### config.mk
export PLATFORM = sky130hd
export DESIGN_NAME = irc_message_field_splitter
export DESIGN_NICKNAME = d
export VERILOG_FILES = /design/src/ircmfs_pkg.sv /design/src/ircmfs_classify.sv /design/src/irc_message_field_splitter.sv
export SDC_FILE = /design/constraint.sdc
export NUM_CORES = 1
export LEC_CHECK = 0
export ABC_AREA = 1
export BUFFER_PORTS_ARGS = -buffer_cell sky130_fd_sc_hd__buf_4
export CAP_MARGIN = 15
export CORE_ASPECT_RATIO = 0.9
export CORE_MARGIN = 2
export CORE_UTILIZATION = 45
export DETAILED_ROUTE_END_ITERATION = 7
export PLACE_DENSITY = 0.65
export SLEW_MARGIN = 40
export SYNTH_ARGS = -nofsm -noshare
export SYNTH_HDL_FRONTEND = slang
export SYNTH_HIERARCHICAL = 1
export SYNTH_SLANG_ARGS = --single-unit
### constraint.sdc
create_clock -name clk -period 1.8 [get_ports clk]
set_input_delay 0.36 -clock clk [delete_from_list [all_inputs] [get_ports clk]]
set_output_delay 0.36 -clock clk [all_outputs]
set_load 0.02 [all_outputs]
### src/ircmfs_pkg.sv
// ----------------------------------------------------------------------------
// ircmfs_pkg
// Shared types and constants for the IRC message field splitter.
// ----------------------------------------------------------------------------
package ircmfs_pkg;

	// Characters with a special meaning in a message line.
	localparam logic [7:0] SPACE_CH = 8'h20;
	localparam logic [7:0] AT_CH    = 8'h40;
	localparam logic [7:0] COLON_CH = 8'h3A;

	// Bound on the number of parameters that get an index of their own.
	localparam int unsigned MAX_PARAMS = 15;
	localparam logic [3:0]  MAX_PARAMS_C = 4'(MAX_PARAMS);

	// Field that the current or last token belongs to.
	typedef enum logic [2:0] {
		PH_START = 3'd0,
		PH_TAG   = 3'd1,
		PH_SRC   = 3'd2,
		PH_CMD   = 3'd3,
		PH_MID   = 3'd4,
		PH_TRAIL = 3'd5
	} phase_t;

	// Label given to each byte.
	typedef enum logic [2:0] {
		ROLE_DROP  = 3'd0,
		ROLE_TAG   = 3'd1,
		ROLE_SRC   = 3'd2,
		ROLE_CMD   = 3'd3,
		ROLE_MID   = 3'd4,
		ROLE_TRAIL = 3'd5
	} role_t;

	// Parser state carried from byte to byte.
	typedef struct packed {
		phase_t     phase;
		logic [3:0] param_count;
		logic       token_open;
		logic       pending_space;
		logic       overflow_seen;
		logic       field_fresh;
	} state_t;

	localparam state_t STATE_RESET = '{
		phase:         PH_START,
		param_count:   4'd0,
		token_open:    1'b0,
		pending_space: 1'b0,
		overflow_seen: 1'b0,
		field_fresh:   1'b0
	};

	// One labeled byte.
	typedef struct packed {
		logic       param_overflow;
		logic       space_before;
		logic       field_start;
		logic [3:0] param_index;
		logic [7:0] byte_value;
		role_t      byte_role;
	} result_t;

endpackage

### src/ircmfs_classify.sv
// ----------------------------------------------------------------------------
// ircmfs_classify
// Labels one byte from the current parser state and computes the next state.
// ----------------------------------------------------------------------------
module ircmfs_classify (
	input  ircmfs_pkg::state_t  state,
	input  logic [7:0]          msg_byte,
	input  logic                msg_end,
	output ircmfs_pkg::state_t  state_next,
	output ircmfs_pkg::result_t result
);

	ircmfs_pkg::state_t ns;
	ircmfs_pkg::role_t  role;
	logic               marker;
	logic               fs;
	logic               sb;
	logic [3:0]         idx;

	// Token tracking, phase changes and role of the byte.
	always_comb begin
		ns     = state;
		marker = 1'b0;
		role   = ircmfs_pkg::ROLE_DROP;
		fs     = 1'b0;
		sb     = 1'b0;
		idx    = 4'd0;

		if (msg_byte == ircmfs_pkg::SPACE_CH) begin
			if (state.phase == ircmfs_pkg::PH_TRAIL) begin
				ns.pending_space = 1'b1;
			end
			ns.token_open = 1'b0;
		end else begin
			// A new token decides which field comes next.
			if (!state.token_open) begin
				ns.token_open = 1'b1;
				case (state.phase)
					ircmfs_pkg::PH_START: begin
						ns.field_fresh = 1'b1;
						if (msg_byte == ircmfs_pkg::AT_CH) begin
							ns.phase = ircmfs_pkg::PH_TAG;
							marker   = 1'b1;
						end else if (msg_byte == ircmfs_pkg::COLON_CH) begin
							ns.phase = ircmfs_pkg::PH_SRC;
							marker   = 1'b1;
						end else begin
							ns.phase = ircmfs_pkg::PH_CMD;
						end
					end
					ircmfs_pkg::PH_TAG: begin
						ns.field_fresh = 1'b1;
						if (msg_byte == ircmfs_pkg::COLON_CH) begin
							ns.phase = ircmfs_pkg::PH_SRC;
							marker   = 1'b1;
						end else begin
							ns.phase = ircmfs_pkg::PH_CMD;
						end
					end
					ircmfs_pkg::PH_SRC: begin
						ns.field_fresh = 1'b1;
						ns.phase       = ircmfs_pkg::PH_CMD;
					end
					ircmfs_pkg::PH_CMD, ircmfs_pkg::PH_MID: begin
						// Open a parameter; the index saturates at the bound.
						ns.field_fresh = 1'b1;
						if (state.param_count < ircmfs_pkg::MAX_PARAMS_C) begin
							ns.param_count = state.param_count + 4'd1;
						end else begin
							ns.overflow_seen = 1'b1;
						end
						if (msg_byte == ircmfs_pkg::COLON_CH) begin
							ns.phase         = ircmfs_pkg::PH_TRAIL;
							ns.pending_space = 1'b0;
							marker           = 1'b1;
						end else begin
							ns.phase = ircmfs_pkg::PH_MID;
						end
					end
					default: begin
					end
				endcase
			end

			// Kept bytes take their role from the phase.
			if (!marker) begin
				case (ns.phase)
					ircmfs_pkg::PH_TAG:   role = ircmfs_pkg::ROLE_TAG;
					ircmfs_pkg::PH_SRC:   role = ircmfs_pkg::ROLE_SRC;
					ircmfs_pkg::PH_CMD:   role = ircmfs_pkg::ROLE_CMD;
					ircmfs_pkg::PH_MID:   role = ircmfs_pkg::ROLE_MID;
					ircmfs_pkg::PH_TRAIL: role = ircmfs_pkg::ROLE_TRAIL;
					default:              role = ircmfs_pkg::ROLE_DROP;
				endcase
				if (role != ircmfs_pkg::ROLE_DROP) begin
					fs             = ns.field_fresh;
					ns.field_fresh = 1'b0;
					if ((role == ircmfs_pkg::ROLE_MID || role == ircmfs_pkg::ROLE_TRAIL)
						&& ns.param_count != 4'd0) begin
						idx = ns.param_count - 4'd1;
					end
					if (role == ircmfs_pkg::ROLE_TRAIL) begin
						sb               = ns.pending_space;
						ns.pending_space = 1'b0;
					end
				end
			end
		end
	end

	// Result fields and end-of-message clear.
	always_comb begin
		result.byte_role      = role;
		result.byte_value     = msg_byte;
		result.param_index    = idx;
		result.field_start    = fs;
		result.space_before   = sb;
		result.param_overflow = ns.overflow_seen;
		state_next            = msg_end ? ircmfs_pkg::STATE_RESET : ns;
	end

endmodule

### src/irc_message_field_splitter.sv
// ----------------------------------------------------------------------------
// irc_message_field_splitter
// Labels each byte of an IRC message line with the field it belongs to.
// ----------------------------------------------------------------------------
//
// Channel  Dir  Beat contents
// s_axis   in   tdata[7:0] msg_byte; tlast msg_end
// m_axis   out  tdata: byte_role, byte_value, param_index, field_start,
//               space_before, param_overflow; tlast message_done
//
// One byte per cycle is sustained while m_axis_tready is high; an accepted byte
// passes through the input register, then the result register, to the output.
// The parser state advances as a byte moves from the input register to the
// result register, so consecutive bytes see each other's updates.
// Reset (arst_n low) returns the parser to the start of a message.
// A stall on m_axis fills the result register, then the input register,
// and only then drops s_axis_tready.
// ----------------------------------------------------------------------------
module irc_message_field_splitter (
	input  logic        clk,
	input  logic        arst_n,

	input  logic        s_axis_tvalid,
	output logic        s_axis_tready,
	input  logic [7:0]  s_axis_tdata,   // [7:0] msg_byte
	input  logic        s_axis_tlast,   // msg_end

	output logic        m_axis_tvalid,
	input  logic        m_axis_tready,
	output logic [23:0] m_axis_tdata,   // [2:0] byte_role, [10:3] byte_value,
	                                    // [14:11] param_index, [15] field_start,
	                                    // [16] space_before, [17] param_overflow,
	                                    // [23:18] zero
	output logic        m_axis_tlast    // message_done
);

	logic                valid_s1;
	logic [7:0]          byte_s1;
	logic                end_s1;
	logic                valid_s2;
	ircmfs_pkg::result_t result_s2;
	logic                end_s2;
	ircmfs_pkg::state_t  state_q;
	ircmfs_pkg::state_t  state_next;
	ircmfs_pkg::result_t result;
	logic                adv_s1;

	// Stage 1 moves on when the result register is free or being emptied.
	assign adv_s1        = valid_s1 && (!valid_s2 || m_axis_tready);
	assign s_axis_tready = !valid_s1 || adv_s1;

	// Input register.
	always_ff @(posedge clk or negedge arst_n) begin
		if (!arst_n) begin
			valid_s1 <= 1'b0;
		end else if (s_axis_tready) begin
			valid_s1 <= s_axis_tvalid;
		end
	end

	always_ff @(posedge clk) begin
		if (s_axis_tready && s_axis_tvalid) begin
			byte_s1 <= s_axis_tdata;
			end_s1  <= s_axis_tlast;
		end
	end

	ircmfs_classify u_classify (
		.state      (state_q),
		.msg_byte   (byte_s1),
		.msg_end    (end_s1),
		.state_next (state_next),
		.result     (result)
	);

	// Parser state and result valid.
	always_ff @(posedge clk or negedge arst_n) begin
		if (!arst_n) begin
			state_q  <= ircmfs_pkg::STATE_RESET;
			valid_s2 <= 1'b0;
		end else begin
			if (adv_s1) begin
				state_q <= state_next;
			end
			if (adv_s1) begin
				valid_s2 <= 1'b1;
			end else if (m_axis_tready) begin
				valid_s2 <= 1'b0;
			end
		end
	end

	// Result register.
	always_ff @(posedge clk) begin
		if (adv_s1) begin
			result_s2 <= result;
			end_s2    <= end_s1;
		end
	end

	assign m_axis_tvalid = valid_s2;
	assign m_axis_tdata  = {6'd0, result_s2};
	assign m_axis_tlast  = end_s2;

endmodule
==> metrics.txt, run 1 <==
Total Power 3.43 mW; Clock Root Buffer clkbuf_8; Crit. End Element flop; crit path launch type flop; Final Max Slew Viols 0; register-to-register setup slack 0.005 ns; Worst EP required between 1.5 and 2 ns; endpoints failing setup 0; aggregate routed wire length between 4000 and 5000 um; WHS around 0.23 ns; Fillers between 400 and 500; Cells after Synth roughly 270; initial antenna violation count 0; first-pass detailed-route iteration total 4; WL/cell 12.4 um; most frequent cells in the layout buf_4, nand2_1, edfxtp_1, inv_1, nor2_1; layout cell share with drive strength beyond 1 between 30% and 40%; Layout Nets about 340; Hold Vio Cnt, Final 0; WHS Endpoint byte_s1[2]; die area 0.00580 mm^2; Die Span X approximately 80 um; Leak Pwr approximately 1.5 nW; Synth cell types 39; DR vias/cell approximately 4.8; critical path peak fanout 5; CTS tree yes; non-filler cells, final ~400; Total GRT Usage between 10% and 20%; fmax about 560 MHz; clk slew on worst S/H paths roughly 0.08 ns; synth-to-layout area growth 32.4%; gr ovfl total 0; Worst R2R Path Depth 8; clock skew 0.00648 ns; Hold Startpoint s_axis_tdata[2]; DR iter-0 viols between 100 and 150; CTS max path bufs 2; final worst-path cycle share between 90% and 100%; ant diodes 0; Vias roughly 1900; crit path time final roughly 1.8 ns; global-route wire length before repair 7890 um; post-route ant nets 0; Worst Hold Depth 1; Inst Count DP around 380; #FFs+latches synth 41; DRC Markers 0; Rows 24; MaxCap Viol Count 0; IO buf count 33; utilization after layout a little over three fifths; syn avg cell area approximately 9 um^2; Min-Delay Path Class in -> reg; Crit Path Class reg -> reg; register area share after synthesis 49.8%; RR Startpoint state_q[9]; worst vdd rail ir drop 534 uV; reg2reg end state_q[2]; die height between 70 and 80 um; area of the mapped netlist between 0.002 and 0.0025 mm^2; number of global-route vias before repair approximately 1700; Starting Density between 40% and 50%; commonest non-fill, non-tap cell in the layout buf_4; Skew-Pair Late Insertion Delay around 0.30 ns; CTS Buf Count 5; Warnings, synthesis 6; HPWL Detailed between 3000 and 4000 um; P per Cell Area roughly 1100 mW/mm^2; I/O pin total 40; Num Clock Sinks 41; RSZ-0062 raised after global routing yes; CORE AREA ~0.005 mm^2; largest net degree at the start of global routing 16; gp weighted congestion 0.904; Setup TNS 0 ns; # H-tree levels 2; status finished, final reports clean; Critical Path AT 1.99 ns
[cell type report]
cell class,instances,area [um^2],area share [%]
flip-flops and latches,41,1170,37.7
multi-input cells,175,1040,33.5
repair buffers,74,591,19.0
inverters,31,125,4.03
clock buffers,8,90.1,2.90
well taps,65,81.3,2.62
repair inverters,1,5.00,0.161
[what timing repair did]
item                                   in CTS  in global routing
hold buffers                                1                  0
cloned                                      0                  1
pin swaps                                  11                  9
setup endpoints to repair                   5                 14
buffers inserted                            4                  6
resized for setup                           6                 26
endpoints found under the hold margin      13                  0
[synthesized netlist by cell type, drive strengths merged]
master / number / share of area [%]
nand2: 64 / 11
nor2: 33 / 7.2
inv: 30 / 5.0
edfxtp: 28 / 36
nand3: 27 / 6.2
buf: 22 / 6.9
dfrtp: 13 / 14
a21oi: 11 / 2.5
o21ai: 11 / 2.8
nand4: 5 / 1.3
nor3: 4 / 1.1
nor3b: 3 / 1.4
a211oi: 2 / 0.64
ha: 2 / 1.1
o31ai: 2 / 0.64
clkbuf: 1 / 0.16
clkinv: 1 / 0.16
conb: 1 / 0.16
nand3b: 1 / 0.48
nor4: 1 / 0.27
o211ai: 1 / 0.32
or2: 1 / 0.27
xor2: 1 / 0.37
[state kept, by name, indices dropped and copies added (netlist names)]
register	count
byte_s1	8
end_s1	1
m_axis_tdata	18
m_axis_tlast	1
m_axis_tvalid	1
state_q	11
valid_s1	1
[cells by family after synthesis]
| kind of cell | after synthesis | share of synthesized area (%) |
|---|---|---|
| AOI/OAI and AO/OA | 27 | 6.94 |
| xor gates and xnor gates | 1 | 0.374 |
| adders and majority gates | 2 | 1.07 |
| buffers and inverters | 54 | 12.3 |
| DFF | 41 | 49.8 |
| other | 1 | 0.160 |
| and+or+nand+nor | 139 | 29.4 |
[stage by stage]
stage	instance area, um^2	worst slack, ns
finish	3100	0.00510
detailed placement	2800	-0.0862
CTS	2950	0.00460
floorplan	2390	-0.0962
global route	3100	-0.117
global placement	2800	0.00165
[how the worst max path moves through the flow]
stage | from | end | slack (ns)
6_report | state_q[9] | state_q[2] | 0.005
5_1_grt | state_q[8] | state_q[0] | -0.12
4_1_cts | state_q[8] | m_axis_tdata[14] | 0.005
3_5_place_dp | state_q[4] | m_axis_tdata[11] | -0.09
3_3_place_gp | state_q[4] | m_axis_tdata[14] | 0.002
2_1_floorplan | state_q[9] | m_axis_tdata[14] | -0.1
[power by group]
| part | internal [mW] | leakage (nW) | switching (mW) | total (mW) |
|---|---|---|---|---|
| clock network | 0.313 | 0.0455 | 0.305 | 0.617 |
| registers | 1.18 | 0.440 | 0.0917 | 1.28 |
| logic | 0.663 | 1.02 | 0.871 | 1.53 |
[critical path, cell delays in order (launching register included)]
cell     delay (ns)
dfrtp_2        0.45
o21ai_4        0.22
nand2_4        0.10
buf_6          0.15
o31ai_1        0.38
or2_2          0.18
a21oi_1        0.06
nand3_1        0.09
nand2_1        0.06
[per-layer routing]
layer | track usage, % | up-vias | wire length, um | part of all wire [%]
met3 | 3.86 | 6 | 192 | 3.9
met5 | 0 | - | 0 | 0
met1 | 25.7 | 859 | 2420 | 50
li1 | - | 983 | - | -
met4 | 6.78 | 0 | 61 | 1.2
met2 | 26.0 | 37 | 2210 | 45
No activity file was read; power rests on OpenSTA's default activity.
==> inputs of run 2 (changes only) <==
Settings changed: PLACE_DENSITY 0.65 to 0.69, SETUP_SLACK_MARGIN set to 0.4.
==> metrics.txt, run 2 (synthesis results as in run 1) <==
status finished with violations; failing checks setup timing; ant diodes 0 (unchanged); MaxCap Viol Count 0 (unchanged); clock skew 0.00312 ns (-0.00336 ns); critical path peak fanout 5 (unchanged); # H-tree levels 2 (unchanged); Fillers 362 (-15%); DR iter-0 viols 89 (-15%); Area after DPL 0.00278 mm^2 (-0.89%); gp weighted congestion 0.847 (-6.3%); source of the critical timing path state_q[9]; Worst EP required 1.86 ns (-0.13 ns); largest net degree at the start of global routing 20 (+4); routing usage on met2 30.6% (+4.5 points); post-layout instance area 0.00333 mm^2 (+7.5%); Hold Vio Cnt, Final 0 (unchanged); synth-to-layout area growth 42.3%; Min-Delay Path Class in -> reg; met3 usage 4.98% (+1.1 points); I/O pin total 40 (unchanged); die height 72.4 um (unchanged); initial antenna violation count 0 (unchanged); final worst-path cycle share 101% (+1.8 points); Crit. End Element flop; gr busiest metal met2; Place WS -0.0913 ns (-0.00509 ns); Final Max Slew Viols 0 (unchanged); DR vias/cell 5.02 (+5.1%); area of the multi-input gates 0.00120 mm^2 (+16%); most frequent cells in the layout buf_4, nand2_1, edfxtp_1, inv_1, nor2_1; max reg flops 18 (unchanged); endpoints failing setup 3 (+3); P per Cell Area 1110 mW/mm^2 (+0.84%); IO buf count 33 (unchanged); number of global-route vias before repair 1837 (+8.8%); Critical Path AT 1.88 ns (-0.11 ns); Num Clock Sinks 41 (unchanged); gr ovfl total 0 (unchanged); Leak Pwr 1.53 nW (+1.3%); crit path time final 1.83 ns (+0.0317 ns); fmax 547 MHz (-1.7%); Crit Path Class reg -> reg; global-route wire length before repair 8580 um (+8.7%); Clock Root Buffer clkbuf_8; CTS tree yes; first-pass detailed-route iteration total 5 (+1); Die Span X 80.1 um (unchanged); RR Startpoint state_q[9]; post-route ant nets 0 (unchanged); Total GRT Usage 19.5% (+1.8 points); routing usage on met1 25.1% (-0.56 points); worst vdd rail ir drop 545 uV (+2.2%); Skew-Pair Late Insertion Delay 0.30 ns (about the same); Vias 2002 (+6.2%); DRC Markers 0 (unchanged); layout cell share with drive strength beyond 1 48.8% (+10 points); RSZ-0062 raised after global routing yes; CORE AREA 0.00492 mm^2 (unchanged); clk slew on worst S/H paths 0.07 ns (about the same); Hold Startpoint s_axis_tdata[4]; Layout Nets 348 (+1.2%); commonest non-fill, non-tap cell in the layout buf_4; WL/cell 14.0 um (+13%); Setup WS post-layout -0.0266 ns (-0.0317 ns); register area 0.00117 mm^2 (+0.11%); CTS Buf Count 5 (unchanged); HPWL Detailed 3510 um (-3.8%); CTS max path bufs 2 (unchanged); Starting Density 47.6% (unchanged); crit path launch type flop; Rows 24 (unchanged); aggregate routed wire length 5600 um (+15%); die area 0.00580 mm^2 (unchanged)
-- run 2: repair_timing --
action,CTS,global route
pin swaps,25,20
hold buffers,1,0
resized for setup,50,34
endpoints found under the setup margin,50,22
gates cloned,0,0
endpoints found under the hold margin,13,0
buffers inserted,15,2
-- run 2: final timing paths --
kind	to	slack [ns]	cells after the start
max in group asynchronous	state_q[9]	1.18	2
worst min-delay path	byte_s1[4]	0.24	1
worst max-delay path	m_axis_tdata[13]	-0.03	11
worst max register to register	m_axis_tdata[13]	-0.03	11
min in group asynchronous	state_q[6]	0.44	2
worst min register to register	m_axis_tdata[3]	0.48	0
-- run 2: critical path, cell delays in order, from the launching register on --
cell and delay (ns):
dfrtp_2 0.46, o21ai_4 0.21, nand2_4 0.10, nor2_4 0.11, nor2_2 0.06, nor2_4 0.15, ha_4 0.17, nand3_4 0.07
nor2_4 0.12, nor2_4 0.06, nand2_1 0.06, nor2_1 0.04
-- run 2: routing by layer --
metal	part of all wire (%)	vias to the layer above
li1	-	993
met1	42	928
met2	50	66
met3	5.6	15
met4	2.3	0
met5	0	-
-- run 2: through the flow --
stage	setup TNS, ns	std cells	hold slack [ns]	power [mW]	util, %
5_1_grt	-0.746	399	0.219	3.93	67.7
4_1_cts	-0.0236	397	0.230	3.51	64.5
3_5_place_dp	-0.268	373	0.216	2.63	56.4
6_report	-0.0616	399	0.236	3.71	67.7
3_3_place_gp	0	373	0.213	2.62	56.4
2_1_floorplan	-0.305	270	0.0644	2.24	-
-- run 2: layout make-up --
| cell class | instances | area share (%) |
|---|---|---|
| Multi-Input combinational cell | 175 | 36.1 |
| Sequential cell | 41 | 35.1 |
| Timing Repair Buffer | 79 | 19.2 |
| Inverter | 31 | 4.05 |
| Clock buffer | 7 | 2.89 |
| Tap cell | 65 | 2.44 |
| Clock inverter | 1 | 0.150 |
-- run 2: where the power goes --
part / switching [mW] / total [mW] / internal [mW]
registers: 0.105 / 1.29 / 1.19
logic: 1.01 / 1.77 / 0.761
clock network: 0.302 / 0.648 / 0.346
==> inputs of run 3 (changes only) <==
Settings changed: PLACE_DENSITY 0.69 to 0.66, REMOVE_ABC_BUFFERS set to 1.
Clock period 1.8 ns to 2 ns, I/O delays scaled along.
==> metrics.txt, run 3 (synthesis results as in run 1) <==
status finished, final reports clean; final worst-path cycle share 93.1% (-8.4 points); die height 72.4 um (unchanged); endpoints failing setup 0 (-3); initial antenna violation count 0 (unchanged); Cell Chain, Critical Path o21ai_4, buf_4, nand4_1, nand2_2, buf_4, nand3_4, nor2_4, nor2_4, nand2_1, nor2_1; Final Max Slew Viols 0 (unchanged); Critical Path AT 1.92 ns (+0.04 ns); Skew-Pair Late Insertion Delay 0.29 ns (about the same); Setup WS post-layout 0.139 ns (+0.166 ns); first-pass detailed-route iteration total 4 (-1); WHS 0.275 ns (+0.0392 ns); Place WS 0.00567 ns (+0.0970 ns); HPWL Detailed 3410 um (-2.8%); die area 0.00580 mm^2 (unchanged); DR iter-0 viols 90 (+1.1%); non-filler cells, final 384 (-3.8%); Starting Density 47.6% (unchanged); RSZ-0062 raised after global routing yes; Layout Nets 333 (-4.3%); Crit Path Class reg -> reg; Inst Count DP 358 (-4.0%); layout cell share with drive strength beyond 1 40.4% (-8.4 points); Clock Root Buffer clkbuf_8; Total GRT Usage 18.1% (-1.4 points); P per Cell Area 1000 mW/mm^2 (-10%); global-route wire length before repair 7990 um (-6.9%); utilization after layout 62.5% (-5.2 points); Max stage delay cell, worst path dfrtp_2; gr ovfl total 0 (unchanged); Min-Delay Path Class in -> reg; commonest non-fill, non-tap cell in the layout buf_4; DR vias/cell 4.93 (-1.7%); most frequent cells in the layout buf_4, nand2_1, edfxtp_1, inv_1, nor2_1; WL/cell 14.0 um (about the same); Num Clock Sinks 41 (unchanged); CTS Buf Count 5 (unchanged); gp weighted congestion 0.898 (+6.1%); crit path time final 1.86 ns (+0.0344 ns); post-route ant nets 0 (unchanged); max reg flops 18 (unchanged); Hold Vio Cnt, Final 0 (unchanged); WP buf/inv 2 (+2); ant diodes 0 (unchanged); fmax 537 MHz (-1.8%); largest net degree at the start of global routing 20 (unchanged); clock skew 0.00210 ns (-0.00103 ns); I/O pin total 40 (unchanged); Crit. End Element flop; critical path peak fanout 4 (-1); CTS tree yes; clk slew on worst S/H paths 0.08 ns (about the same); Die Span X 80.1 um (unchanged); synth-to-layout area growth 31.5%; CP peak stage delay 0.44 ns (-0.02 ns); Worst EP required 2.06 ns (+0.20 ns); Rows 24 (unchanged); IO buf count 33 (unchanged); # H-tree levels 2 (unchanged); crit path launch type flop; number of global-route vias before repair 1655 (-9.9%); CORE AREA 0.00492 mm^2 (unchanged); aggregate routed wire length 5380 um (-3.8%); Leak Pwr 1.43 nW (-6.2%); CTS max path bufs 2 (unchanged); DRC Markers 0 (unchanged); Vias 1894 (-5.4%); Setup TNS 0 ns (+0.0616 ns); worst vdd rail ir drop 452 uV (-17%); MaxCap Viol Count 0 (unchanged); cell family with most CP delay simple AND/OR/NAND/NOR gates
[run 3: cell types whose count changed in the layout (fill, tap and decap cells not counted), sizes merged]
cell,previous run,this run
buf,78,63
inv,29,32
clkbuf,7,5
clkinv,2,1
[run 3: worst paths after layout]
check / start / slack (ns) / endpoint / depth (start not counted)
min: s_axis_tlast / 0.27 / end_s1 / 1
min reg2reg: byte_s1[0] / 0.46 / m_axis_tdata[3] / 0
max: state_q[8] / 0.14 / m_axis_tdata[13] / 10
max in group asynchronous: arst_n / 1.35 / valid_s1 / 2
min in group asynchronous: arst_n / 0.47 / state_q[6] / 2
max reg2reg: state_q[8] / 0.14 / m_axis_tdata[13] / 10
[run 3: final cells by class]
class                      instances  area (um^2)
clock inverter                     3         21.3
clock buffer                       5         68.8
tap                               65         81.3
multi-input combinational        175         1100
timing repair buffer              64          510
fill                             428         1850
sequential                        41         1170
inverter                          31          126
[run 3: repair_timing]
item                       4_1_cts  5_1_grt
resized for setup               24       37
hold buffers                     1        0
buffers inserted                10        6
pin swaps                       10       17
hold endpoints to repair        13        0
setup endpoints to repair       17       20
gates cloned                     0        1
[run 3: layer usage]
metal / track usage, % / up-vias / routed length, um
met2: 28.0 / 64 / 2530
met3: 3.98 / 8 / 335
met1: 26.0 / 867 / 2430
li1: - / 955 / -
met4: 4.71 / 0 / 85
met5: 0 / - / 0
[run 3: per-stage QoR]
step	instance area (um^2)	power, mW
2_1_floorplan	2190	1.88
3_3_place_gp	2630	2.23
3_5_place_dp	2630	2.24
4_1_cts	2890	2.92
5_1_grt	3080	3.26
6_report	3080	3.08
[run 3: power breakdown]
| group | internal (mW) | total [mW] | switching, mW |
|---|---|---|---|
| Combinational | 0.554 | 1.39 | 0.832 |
| Clock | 0.247 | 0.549 | 0.301 |
| Sequential | 1.06 | 1.15 | 0.0840 |
| Total | 1.87 | 3.08 | 1.22 |
